`src/rtl/b64d_pkg.sv`:
```
`default_nettype none
package b64d_pkg;

  // character constants
  localparam logic [7:0] PAD_CHAR   = 8'h3D;  // '='
  localparam logic [7:0] SYM62_RST  = 8'h7E;  // '~'
  localparam logic [7:0] SYM63_RST  = 8'h2D;  // '-'
  localparam logic [7:0] NO_SEXTET  = 8'h80;

  // job queue between front and back
  localparam int QDepth = 4;
  localparam int QPtrW  = $clog2(QDepth);
  localparam int QCntW  = $clog2(QDepth + 1);

  // configuration register indexes
  localparam logic CFG_SYM62 = 1'b0;
  localparam logic CFG_SYM63 = 1'b1;

  typedef enum logic [1:0] {
    ST_OK       = 2'd0,
    ST_BAD_CHAR = 2'd1,
    ST_BAD_LEN  = 2'd2
  } status_t;

  typedef struct packed {
    logic [7:0] char_code;
    logic       final_char;
  } in_word_t;

  typedef struct packed {
    logic [7:0] data_byte;
    logic       byte_valid;
    logic       end_of_message;
    status_t    status;
  } out_word_t;

  // one queued job: up to three results, first byte in the top lane
  typedef struct packed {
    logic [23:0] data;
    logic [1:0]  nres;      // 1..3 results
    logic        bytes_ok;  // results carry bytes
    logic        eom;       // last result closes the message
    status_t     status;
  } job_t;

  function automatic logic [7:0] map_char(input logic [7:0] c,
                                          input logic [7:0] s62,
                                          input logic [7:0] s63);
    logic [7:0] r;
    r = NO_SEXTET;
    if (c == s62)                       r = 8'd62;
    else if (c == s63)                  r = 8'd63;
    else if (c >= 8'h41 && c <= 8'h5A)  r = c - 8'h41;
    else if (c >= 8'h61 && c <= 8'h7A)  r = c - 8'h61 + 8'd26;
    else if (c >= 8'h30 && c <= 8'h39)  r = c - 8'h30 + 8'd52;
    return r;
  endfunction

endpackage
`default_nettype wire

```
`src/rtl/b64d_front.sv`:
```
`default_nettype none
module b64d_front (
  input  wire                clk,
  input  wire                rst_n,
  input  wire                cfg_we,
  input  wire                cfg_index,
  input  wire [7:0]          cfg_data,
  input  wire                accept,
  input  b64d_pkg::in_word_t in_word,
  output logic               push,
  output b64d_pkg::job_t     job
);
  import b64d_pkg::*;

  logic [7:0]  sym62_r, sym63_r;
  logic [17:0] acc_r, acc_nxt, acc_e;
  logic [1:0]  cnt_r, cnt_nxt, cnt_e;
  logic        pad_r, pad_nxt;
  logic        disc_r, disc_nxt;
  logic [7:0]  sx;
  logic        grp, bad;

  assign sx = map_char(in_word.char_code, sym62_r, sym63_r);

  always_comb begin
    acc_nxt  = acc_r;
    cnt_nxt  = cnt_r;
    pad_nxt  = pad_r;
    disc_nxt = disc_r;
    acc_e    = acc_r;
    cnt_e    = cnt_r;
    grp      = 1'b0;
    bad      = 1'b0;
    push     = 1'b0;
    job      = '0;
    job.status = ST_OK;
    if (accept) begin
      if (disc_r) begin
        if (in_word.final_char) disc_nxt = 1'b0;
      end else begin
        if (in_word.char_code == PAD_CHAR) begin
          pad_nxt = 1'b1;
        end else if (pad_r || sx == NO_SEXTET) begin
          bad = 1'b1;
        end else if (cnt_r == 2'd3) begin
          grp          = 1'b1;
          job.data     = {acc_r, sx[5:0]};
          job.nres     = 2'd3;
          job.bytes_ok = 1'b1;
          push         = 1'b1;
          acc_e        = '0;
          cnt_e        = 2'd0;
        end else begin
          acc_e = {acc_r[11:0], sx[5:0]};
          cnt_e = 2'(cnt_r + 2'd1);
        end
        acc_nxt = acc_e;
        cnt_nxt = cnt_e;

        if (bad) begin
          push       = 1'b1;
          job        = '0;
          job.nres   = 2'd1;
          job.eom    = 1'b1;
          job.status = ST_BAD_CHAR;
          acc_nxt    = '0;
          cnt_nxt    = 2'd0;
          pad_nxt    = 1'b0;
          disc_nxt   = ~in_word.final_char;
        end else if (in_word.final_char) begin
          push    = 1'b1;
          acc_nxt = '0;
          cnt_nxt = 2'd0;
          pad_nxt = 1'b0;
          unique case (cnt_e)
            2'd0: begin
              job.eom = 1'b1;
              if (!grp) job.nres = 2'd1;
            end
            2'd1: begin
              job.nres   = 2'd1;
              job.eom    = 1'b1;
              job.status = ST_BAD_LEN;
            end
            2'd2: begin
              job.data     = {acc_e[11:4], 16'h0000};
              job.nres     = 2'd1;
              job.bytes_ok = 1'b1;
              job.eom      = 1'b1;
            end
            default: begin
              job.data     = {acc_e[17:10], acc_e[9:2], 8'h00};
              job.nres     = 2'd2;
              job.bytes_ok = 1'b1;
              job.eom      = 1'b1;
            end
          endcase
        end
      end
    end
  end

  always_ff @(posedge clk) begin
    if (!rst_n) begin
      sym62_r <= SYM62_RST;
      sym63_r <= SYM63_RST;
      acc_r   <= '0;
      cnt_r   <= 2'd0;
      pad_r   <= 1'b0;
      disc_r  <= 1'b0;
    end else begin
      if (cfg_we) begin
        unique case (cfg_index)
          CFG_SYM62: sym62_r <= cfg_data;
          CFG_SYM63: sym63_r <= cfg_data;
          default:   ;
        endcase
      end
      acc_r  <= acc_nxt;
      cnt_r  <= cnt_nxt;
      pad_r  <= pad_nxt;
      disc_r <= disc_nxt;
    end
  end

endmodule
`default_nettype wire

```
`src/rtl/b64d_queue.sv`:
```
`default_nettype none
module b64d_queue (
  input  wire             clk,
  input  wire             rst_n,
  input  wire             push,
  input  b64d_pkg::job_t  push_job,
  input  wire             pop,
  output b64d_pkg::job_t  head,
  output logic            empty,
  output logic            full
);
  import b64d_pkg::*;

  job_t             mem_r [QDepth];
  logic [QPtrW-1:0] wr_r, wr_nxt, rd_r, rd_nxt;
  logic [QCntW-1:0] cnt_r, cnt_nxt;

  assign empty = (cnt_r == '0);
  assign full  = (cnt_r == QCntW'(QDepth));
  assign head  = mem_r[rd_r];

  always_comb begin
    wr_nxt  = push ? QPtrW'(wr_r + 1'b1) : wr_r;
    rd_nxt  = pop  ? QPtrW'(rd_r + 1'b1) : rd_r;
    cnt_nxt = cnt_r;
    if (push && !pop)      cnt_nxt = QCntW'(cnt_r + 1'b1);
    else if (!push && pop) cnt_nxt = QCntW'(cnt_r - 1'b1);
  end

  always_ff @(posedge clk) begin
    if (push) mem_r[wr_r] <= push_job;
  end

  always_ff @(posedge clk) begin
    if (!rst_n) begin
      wr_r  <= '0;
      rd_r  <= '0;
      cnt_r <= '0;
    end else begin
      wr_r  <= wr_nxt;
      rd_r  <= rd_nxt;
      cnt_r <= cnt_nxt;
    end
  end

endmodule
`default_nettype wire

```
`src/rtl/b64d_back.sv`:
```
`default_nettype none
module b64d_back (
  input  wire                 clk,
  input  wire                 rst_n,
  input  wire                 q_empty,
  input  b64d_pkg::job_t      q_head,
  output logic                q_pop,
  output logic                out_valid,
  input  wire                 out_stall,
  output b64d_pkg::out_word_t out_word
);
  import b64d_pkg::*;

  job_t      job_r, job_nxt;
  logic      busy_r, busy_nxt;
  logic      oval_r, oval_nxt;
  out_word_t oword_r, oword_nxt;
  logic      out_free, emit, last;

  assign out_free = ~oval_r | ~out_stall;
  assign emit     = busy_r & out_free;
  assign last     = (job_r.nres == 2'd1);
  assign q_pop    = ~q_empty & (~busy_r | (emit & last));

  always_comb begin
    job_nxt   = job_r;
    busy_nxt  = busy_r;
    oval_nxt  = oval_r;
    oword_nxt = oword_r;
    if (emit) begin
      oval_nxt                 = 1'b1;
      oword_nxt.data_byte      = job_r.data[23:16];
      oword_nxt.byte_valid     = job_r.bytes_ok;
      oword_nxt.end_of_message = last & job_r.eom;
      oword_nxt.status         = job_r.status;
    end else if (out_free) begin
      oval_nxt = 1'b0;
    end
    if (q_pop) begin
      job_nxt  = q_head;
      busy_nxt = 1'b1;
    end else if (emit) begin
      if (last) begin
        busy_nxt = 1'b0;
      end else begin
        job_nxt.data = {job_r.data[15:0], 8'h00};
        job_nxt.nres = 2'(job_r.nres - 2'd1);
      end
    end
  end

  always_ff @(posedge clk) begin
    job_r   <= job_nxt;
    oword_r <= oword_nxt;
    if (!rst_n) begin
      busy_r <= 1'b0;
      oval_r <= 1'b0;
    end else begin
      busy_r <= busy_nxt;
      oval_r <= oval_nxt;
    end
  end

  assign out_valid = oval_r;
  assign out_word  = oword_r;

endmodule
`default_nettype wire

```
`src/rtl/base64_stream_decoder.sv`:
```
// Channel | Direction | Handshake            | Word
// in_     | input     | in_valid / in_stall  | char_code, final_char
// out_    | output    | out_valid / out_stall| data_byte, byte_valid, end_of_message, status
// cfg_    | input     | cfg_we               | cfg_index selects symbol_for_62 / symbol_for_63
//
// One character word is taken per cycle while in_stall is low; a word is decoded in the
// cycle it is accepted and lands in the job queue on the next edge.
// A job holds one to three result words; the back end drains one result per cycle
// unless out_stall holds it, so a full group gives three results for four input words.
// A result passes the job queue, the back end's job register and the output register.
// Reset (rst_n low, synchronous) empties the queue and message state and
// restores the symbol registers to '~' and '-'.
// in_stall rises only when the four-entry job queue is full.
`default_nettype none
module base64_stream_decoder (
  input  wire                 clk,
  input  wire                 rst_n,
  input  wire                 in_valid,
  output logic                in_stall,
  input  b64d_pkg::in_word_t  in_word,
  output logic                out_valid,
  input  wire                 out_stall,
  output b64d_pkg::out_word_t out_word,
  input  wire                 cfg_we,
  input  wire                 cfg_index,
  input  wire [7:0]           cfg_data
);
  import b64d_pkg::*;

  logic accept;
  logic push, pop, q_empty, q_full;
  job_t push_job, q_head;

  // Front stalls only on a full queue; it never waits on the output side.
  assign in_stall = q_full;
  assign accept   = in_valid & ~q_full;

  // Front: symbol mapping, sextet packing, padding/discard tracking.
  b64d_front u_front (
    .clk       (clk),
    .rst_n     (rst_n),
    .cfg_we    (cfg_we),
    .cfg_index (cfg_index),
    .cfg_data  (cfg_data),
    .accept    (accept),
    .in_word   (in_word),
    .push      (push),
    .job       (push_job)
  );

  // Decouples bursts of three bytes from the character stream.
  b64d_queue u_queue (
    .clk      (clk),
    .rst_n    (rst_n),
    .push     (push),
    .push_job (push_job),
    .pop      (pop),
    .head     (q_head),
    .empty    (q_empty),
    .full     (q_full)
  );

  // Back: serializes each job into result words behind an output register.
  b64d_back u_back (
    .clk       (clk),
    .rst_n     (rst_n),
    .q_empty   (q_empty),
    .q_head    (q_head),
    .q_pop     (pop),
    .out_valid (out_valid),
    .out_stall (out_stall),
    .out_word  (out_word)
  );

endmodule
`default_nettype wire

```
`config.mk`:
```
export PLATFORM = sky130hd
export DESIGN_NAME = base64_stream_decoder
export DESIGN_NICKNAME = d
export VERILOG_FILES = /design/src/rtl/b64d_pkg.sv /design/src/rtl/b64d_front.sv /design/src/rtl/b64d_queue.sv /design/src/rtl/b64d_back.sv /design/src/rtl/base64_stream_decoder.sv
export SDC_FILE = /design/constraint.sdc
export NUM_CORES = 1
export LEC_CHECK = 0
export BUFFER_PORTS_ARGS = -buffer_cell sky130_fd_sc_hd__clkbuf_2
export CORE_ASPECT_RATIO = 1.5
export CORE_MARGIN = 4
export CORE_UTILIZATION = 35
export DETAILED_ROUTE_END_ITERATION = 6
export GPL_TIMING_DRIVEN = 0
export PLACE_DENSITY = 0.49
export SYNTH_ARGS = -nofsm -noshare
export SYNTH_HDL_FRONTEND = slang
export SYNTH_SLANG_ARGS = --single-unit
export TNS_END_PERCENT = 5
```
`constraint.sdc`:
```
create_clock -name clk -period 8.4 [get_ports clk]
set_input_delay 1.26 -clock clk [delete_from_list [all_inputs] [get_ports clk]]
set_output_delay 1.26 -clock clk [all_outputs]
set_load 0.1 [all_outputs]
```
Yosys cells after proc, flatten, opt, wreduce, memory -nomap -nowiden
Memory sizes are Yosys's and may differ from the RTL's. A register that Yosys moved wholly into a read port is not among the register bits.
Cells that the tools add are included.
{ "word_totals": {"register_bits": 89, "ramBits": 120, "inputBits": 23, "out_inout_bits": 14, "word_cells": 152, "mem_count": 1} }
{ "classes": {"n_addsub": 11, "n_lt_le_gt_ge": 6, "n_eq_ne": 12, "mux": 62, "bitwise_logic": 15, "n_reduce_logical": 24} }
{ "mem_list": {"columns": ["memory", "depth", "word_bits", "read_ports", "rd_ports_with_merged_regs", "write_ports", "line_no", "rtl"], "rows": [
  ["u_queue.mem_r", 4, 30, 1, 1, 1, "b64d_queue.sv:14", "job_t mem_r [QDepth];"]
]} }
{ "op_table": {"columns": ["op", "n"], "rows": [
  ["30-bit two-way mux", 4],
  ["18-bit two-way mux", 5],
  ["27-bit two-way mux", 3],
  ["26-bit two-way mux", 3],
  ["24-bit one-hot mux with 2 select lines", 1],
  ["8-bit two-way mux", 5],
  ["1-bit two-way mux", 27],
  ["2-bit two-way mux", 11],
  ["8-bit == test", 2],
  ["8-bit by 7-bit >= comparator with 1-bit output (second input constant)", 2],
  ["8-bit by 7-bit <= comparator with 1-bit output (second input constant)", 2],
  ["8-bit by 7-bit subtractor with 8-bit output (second input constant)", 2],
  ["2-bit AND reduction", 5],
  ["8-bit by 5-bit adder with 8-bit output (second input constant)", 1],
  ["8-bit by 6-bit adder with 8-bit output (second input constant)", 1],
  ["8-bit by 6-bit == test with 1-bit output (second input constant)", 1],
  ["8-bit == test (second input constant)", 1],
  ["8-bit by 6-bit >= comparator with 1-bit output (second input constant)", 1],
  ["8-bit by 6-bit <= comparator with 1-bit output (second input constant)", 1],
  ["1-bit inverter", 8],
  ["2-bit nonzero test", 4],
  ["8-bit by 6-bit subtractor with 8-bit output (second input constant)", 1],
  ["2-bit by 1-bit adder with 2-bit output (second input constant)", 3],
  ["3-bit two-way mux", 2],
  ["20 further kinds", 34]
]} }

Depth between registers and ports, before layout
{ "logic_depth": {"ltp_word": 20, "mapped_depth": 15, "depth_no_buf": 13} }

By module
From an unflattened synthesis, not the netlist that was laid out.
{ "unflattened": {"cells_unflattened": 635, "hier_area_um2": 9286.4} }
{ "modules_own_cells": {"columns": ["mod", "instances", "cells_each", "area_each_um2", "seq_area_each_um2"], "rows": [
  ["b64d_queue", 1, 199, 4773.3, 3783.6],
  ["b64d_front", 1, 350, 2791.4, 760.7],
  ["b64d_back", 1, 85, 1707.9, 1301.2],
  ["base64_stream_decoder", 1, 1, 13.8, 0.0]
]} }

Worst setup path before layout
No wires, ideal clock.
{ "synth_timing": {"path_kind": "reg-to-reg", "start": "register u_queue.cnt_r[0]", "end": "register u_queue.cnt_r[2]", "setup_ns": 0.076, "arrival_time_ns": 4.486, "t_required_ns": 8.324, "setup_slack_ns": 3.838, "stages_incl_launch_ff": 12, "n_path_buf": 1, "period_less_slack_ns": 4.562, "path_cell_list": "dfxtp_1 nor3b_1 nand2b_1 or2_2 clkbuf_1 a41oi_4 ha_1 inv_1 fa_1 xor2_1 or3_1 a21boi_0"} }
{ "synth_via": {"elab_chain_len": 7, "word_cells_on_any_way": 16, "classes_between": "add/sub (2); eq/ne (1); mux (3); bitwise (4); reduce/logical (6)"} }
{ "synth_lines": {"columns": ["item", "line_no", "rtl"], "rows": [
  ["start, declared", "b64d_queue.sv:16", "logic [QCntW-1:0] cnt_r, cnt_nxt;"],
  ["start signal, assigned", "b64d_queue.sv:42", "cnt_r <= cnt_nxt;"],
  ["3-bit == test *", "b64d_queue.sv:19", "assign full = (cnt_r == QCntW'(QDepth));"],
  ["named net in_stall", "base64_stream_decoder.sv:19", "output logic in_stall,"],
  ["1-bit inverter *", "base64_stream_decoder.sv:36", "assign accept = in_valid & ~q_full;"],
  ["1-bit AND *", "base64_stream_decoder.sv:36", null],
  ["1-bit two-way mux *", "b64d_front.sv:37", "if (accept) begin"],
  ["named net push", "base64_stream_decoder.sv:31", "logic push, pop, q_empty, q_full;"],
  ["1-bit zero test", "b64d_queue.sv:27", "else if (!push && pop) cnt_nxt = QCntW'(cnt_r - 1'b1);"],
  ["1-bit logical AND", "b64d_queue.sv:27", null],
  ["2-bit nonzero test (no source line)", null, null]
]} }
The timed path passes the listed nets; every way through them passes the cells marked *. The select of a mux whose other input is x is not followed.
A chain may end at the register's enable or synchronous reset.

Final worst setup path
{ "layout_timing": {"start": "input port in_word[1] (netlist name)", "end": "register u_queue.cnt_r[2]"} }
{ "layout_via": {"elab_chain_len": 19, "word_cells_on_any_way": 39, "classes_between": "add/sub (5); order compare (6); eq/ne (4); mux (16); reduce/logical (8)"} }
{ "layout_lines": {"columns": ["item", "line_no", "rtl"], "rows": [
  ["start, declared", "base64_stream_decoder.sv:20", "input b64d_pkg::in_word_t in_word,"],
  ["8-bit by 6-bit subtractor with 8-bit output (tied with other cells)", "b64d_pkg.sv:55", "else if (c >= 8'h30 && c <= 8'h39) r = c - 8'h30 + 8'd52;"],
  ["8-bit by 6-bit adder with 8-bit output or 1-bit logical AND (tied branches)", "b64d_pkg.sv:55", null],
  ["8-bit two-way mux", "b64d_pkg.sv:55", null],
  ["8-bit two-way mux", "b64d_pkg.sv:54", "else if (c >= 8'h61 && c <= 8'h7A) r = c - 8'h61 + 8'd26;"],
  ["8-bit two-way mux", "b64d_pkg.sv:53", "else if (c >= 8'h41 && c <= 8'h5A) r = c - 8'h41;"],
  ["8-bit two-way mux", "b64d_pkg.sv:52", "else if (c == s63) r = 8'd63;"],
  ["8-bit two-way mux", "b64d_pkg.sv:51", "if (c == s62) r = 8'd62;"],
  ["8-bit == test", "b64d_front.sv:43", "end else if (pad_r || sx == NO_SEXTET) begin"],
  ["(+4 left out)", null, null],
  ["1-bit two-way mux", "b64d_front.sv:37", null],
  ["1-bit two-way mux *", "b64d_front.sv:60", "if (bad) begin"],
  ["1-bit two-way mux *", "b64d_front.sv:38", "if (disc_r) begin"],
  ["1-bit two-way mux *", "b64d_front.sv:37", null],
  ["named net push", "base64_stream_decoder.sv:31", null],
  ["1-bit zero test", "b64d_queue.sv:27", null],
  ["1-bit logical AND", "b64d_queue.sv:27", null],
  ["2-bit nonzero test (no source line)", null, null]
]} }
Marked as above.

==> results.md <==
* Synth async-reset ratio at 0
* Compound-cell area share of the yosys netlist at 0.0960
* Power Internal at around 0.0021 W
* Final Core Density at 0.406
* P_sw at ~0.001 W
* PostCTS Resize Cnt at 0
* Via density at around 5.2
* Fmax achieved at between 200 and 250 MHz
* Commonest non-fill, non-tap cells in the layout: edfxtp_1 (162), nand2_1 (53), dfxtp_1 (49)
* GP Congestion at 0.847
* Clock Sink Count at 211
* Min Tclk post-route at 4.45 ns
* Max FO, Critical Path at 8
* Commonest non-fill, non-tap cell in the layout: edfxtp_1
* Via count at approximately 5700
* Initial Util at 0.355
* CTS tree: done
* Largest net degree at the start of global routing at 26
* Initial antenna violation count at 0
* Post-DP HPWL at ~15000 µm
* Post-synthesis mux area share at 0.101
* Register share of total power at 0.451
* GR Util met3 at 0.0201
* Startpoint Class: input pin
* Hold Violations, Final at 0
* Pin slew with the least headroom to its limit at 1.09 ns
* First-pass GRT wire length at between 30000 and 40000 µm
* DR WL/cell at between 20 and 25 µm
* GRT busiest layer: met2
* Final wirelength at ~22000 µm
* Final Skew at between 0.015 and 0.02 ns
* Vias in the first global route at a little over 6000
* Diode count at 0
* Net Sw Frac at 0.313
* Post-synth top flop: edfxtp_1
* Sum Neg Setup Slack at 0 ns
* Max-slew headroom at 0.274
* Slew Viols, Final at 0
* CP required at between 8 and 9 ns
* Post-synthesis average cell area at about 14 µm²
* DR pass1 iterations at 4
* Clk network pwr share at 0.282
* FF+latch count, synth at approximately 210
* Post-CTS Setup Bufs at 0
* Power Dens Cells at 290 mW/mm²
* RSZ-0062 raised after global routing: false
* Seq/Total Area, Yosys at 0.621
* Syn Inst Count at approximately 670
* CTS Root Cell: clkbuf_16
* Clock tree buffer depth at 3
* Finish-stage setup viols at 0
* EDFF count, synth at roughly 160
* Die area at roughly 0.030 mm²
* # fillers at 2491
* Port Buf Inserts at 35
* GR Util All Layers at 0.152
* GRT overflow at 0
* Ys Warns at 0
* Final net count at 767
* CP Class: in2reg
* Outcome: complete, no violations
* P&R area growth vs syn at 14.2%
* CTS Hold Bufs at 0
* Max cap viols at 0
* Core area at between 0.02 and 0.03 mm²
* CP arrival at 4.87 ns
* Reg2reg setup slack at between 5 and 6 ns
* Syn_nets at between 700 and 800
* Ratio of final minimum period to clock period at 0.530
* Layout cells sized above 1 at 0.206
* Die Y at 209 µm
* Num CTS Buffers at 21
* Yosys cell types at 81
* Crit end category: register
* Largest family of logic cells by synthesized area: simple AND/OR/NAND/NOR gates
* HP Class: reg2reg
* DRC viols at 0
* Worst skew pair latency at ~0.5 ns
* Xor and xnor area share after synthesis at 0.0214
* DIE WIDTH at approximately 140 µm
* H-Tree Depth at 1
* Adder-Cell Fraction of Synth Area at 0.0221
* FP Rows at 73
* Gate power share at 0.268
* Detail Route Antenna Nets at 0
* Clock transition at path regs at roughly 0.060 ns
* Leakage at ~3.6 nW
* Simple logic cell fraction of the synthesized area at 0.113
* Post-Syn Area at 0.00941 mm²
* Met1 Usage GRT at 0.173
* I/O pins at 37
* VDD IR max at ~0.00014 V
* DRT iter0 DRCs at 417
* Global routing usage on met2 at 0.286
[per-layer routing]
| layer | up-vias | share of wire |
|---|---|---|
| met5 | - | 0 |
| met4 | 0 | 0.029 |
| met3 | 42 | 0.032 |
| met2 | 116 | 0.54 |
| met1 | 2846 | 0.39 |
| li1 | 2649 | - |
[worst max-delay path, stage by stage]
cell and delay (ns):
clkbuf_2 0.10, buf_2 0.22, inv_1 0.13, ha_1 0.26, nor2b_1 0.13, a2bb2oi_1 0.50
o21ai_0 0.14, or4_4 0.48, a41oi_4 0.31, ha_1 0.25, inv_1 0.06, fa_1 0.37
xor2_1 0.17, or3_1 0.30, a21boi_0 0.17
[sequential cells by signal, summed over array words and instances, names as in the netlist, named ones only]
name              count
u_front.pad_r         1
u_queue.mem_r       120
u_back.out_valid      1
u_back.busy_r         1
u_front.acc_r        18
u_front.cnt_r         2
u_front.sym62_r       8
u_queue.cnt_r         3
u_queue.rd_r          2
u_back.job_r         30
u_back.out_word      12
u_front.sym63_r       8
u_queue.wr_r          2
u_front.disc_r        1
[cell type report]
class,count,area [µm²],area share
multi-input cells,399,3340,0.310
flip-flops and latches,211,5850,0.544
clock buffers,26,544,0.0506
repair buffers,40,275,0.0256
well taps,337,422,0.0392
clock inverters,10,80.1,0.00745
plain buffers,36,174,0.0162
inverters,19,71.3,0.00663
[power groups by stage]
| stage | Combinational [W] | Clock [W] | Sequential, W |
|---|---|---|---|
| 6_report | 0.000834 | 0.000876 | 0.00140 |
| 2_1_floorplan | 0.000451 | 0 | 0.00158 |
| 5_1_grt | 0.000904 | 0.000944 | 0.00142 |
| 3_5_place_dp | 0.000858 | 0 | 0.00143 |
| 4_1_cts | 0.000860 | 0.000903 | 0.00140 |
| 3_3_place_gp | 0.000805 | 0 | 0.00143 |
[per-stage QoR]
| step | hold WS (ns) | cells | power (W) | cell area (µm²) | worst slack (ns) |
|---|---|---|---|---|---|
| floorplan | 0.400 | 665 | 0.00203 | 9410 | 3.84 |
| global placement | 0.402 | 1037 | 0.00224 | 10000 | 2.98 |
| detailed placement | 0.410 | 1042 | 0.00229 | 10100 | 3.43 |
| CTS | 0.424 | 1078 | 0.00317 | 10700 | 3.95 |
| global route | 0.427 | 1078 | 0.00327 | 10700 | 3.60 |
| finish | 0.420 | 1078 | 0.00311 | 10700 | 3.95 |
[path summary, 6_finish.rpt]
kind | cells after the start | start | end
worst max-delay path | 15 | in_word[1] | u_queue.cnt_r[2]$_SDFFE_PN0P_
worst min-delay path | 0 | u_back.job_r[23]$_DFFE_PP_ | u_back.out_word[5]$_DFFE_PP_
worst max register to register | 11 | u_front.cnt_r[0]$_SDFFE_PN0P_ | u_queue.cnt_r[2]$_SDFFE_PN0P_
worst min register to register | 0 | u_back.job_r[23]$_DFFE_PP_ | u_back.out_word[5]$_DFFE_PP_
[Yosys cell counts (all sizes together), types with 3 or more instances]
cell    instances  area, µm²
nor2b          20        125
nor4            3       33.8
a21oi          18       93.8
nand2b         13       81.3
o311ai          3       51.3
dfxtp          49        981
and2           26        163
edfxtp        162       4860
buf            13       87.6
a21boi         14        109
nand2          53        199
o211ai          5       37.5
mux4           30        676
xnor2          22        193
a31oi           4       46.3
a22o            6       52.6
nor3b           3       38.8
nand3          17       85.1
a22oi          15        113
nor3            9       45.0
or3             5       31.3
mux2i           8       80.1
nor2           24        100
mux2           17        191
ha             15        188
inv            18       67.6
or2             3       18.8
nand4           6       37.5
o21ai          18       90.1
a21o            3       22.5
clkbuf         23       86.3
[logic make-up (layout without fill, tap and decap cells)]
group	Yosys count	after routing
DFF	211	211
muxes	55	55
adders and majority gates	16	16
and+or+nand+nor	192	192
AOI/OAI and AO/OA	113	113
buffers and inverters	55	131
xor gates and xnor gates	23	23
(Power assumes the default switching activity.)
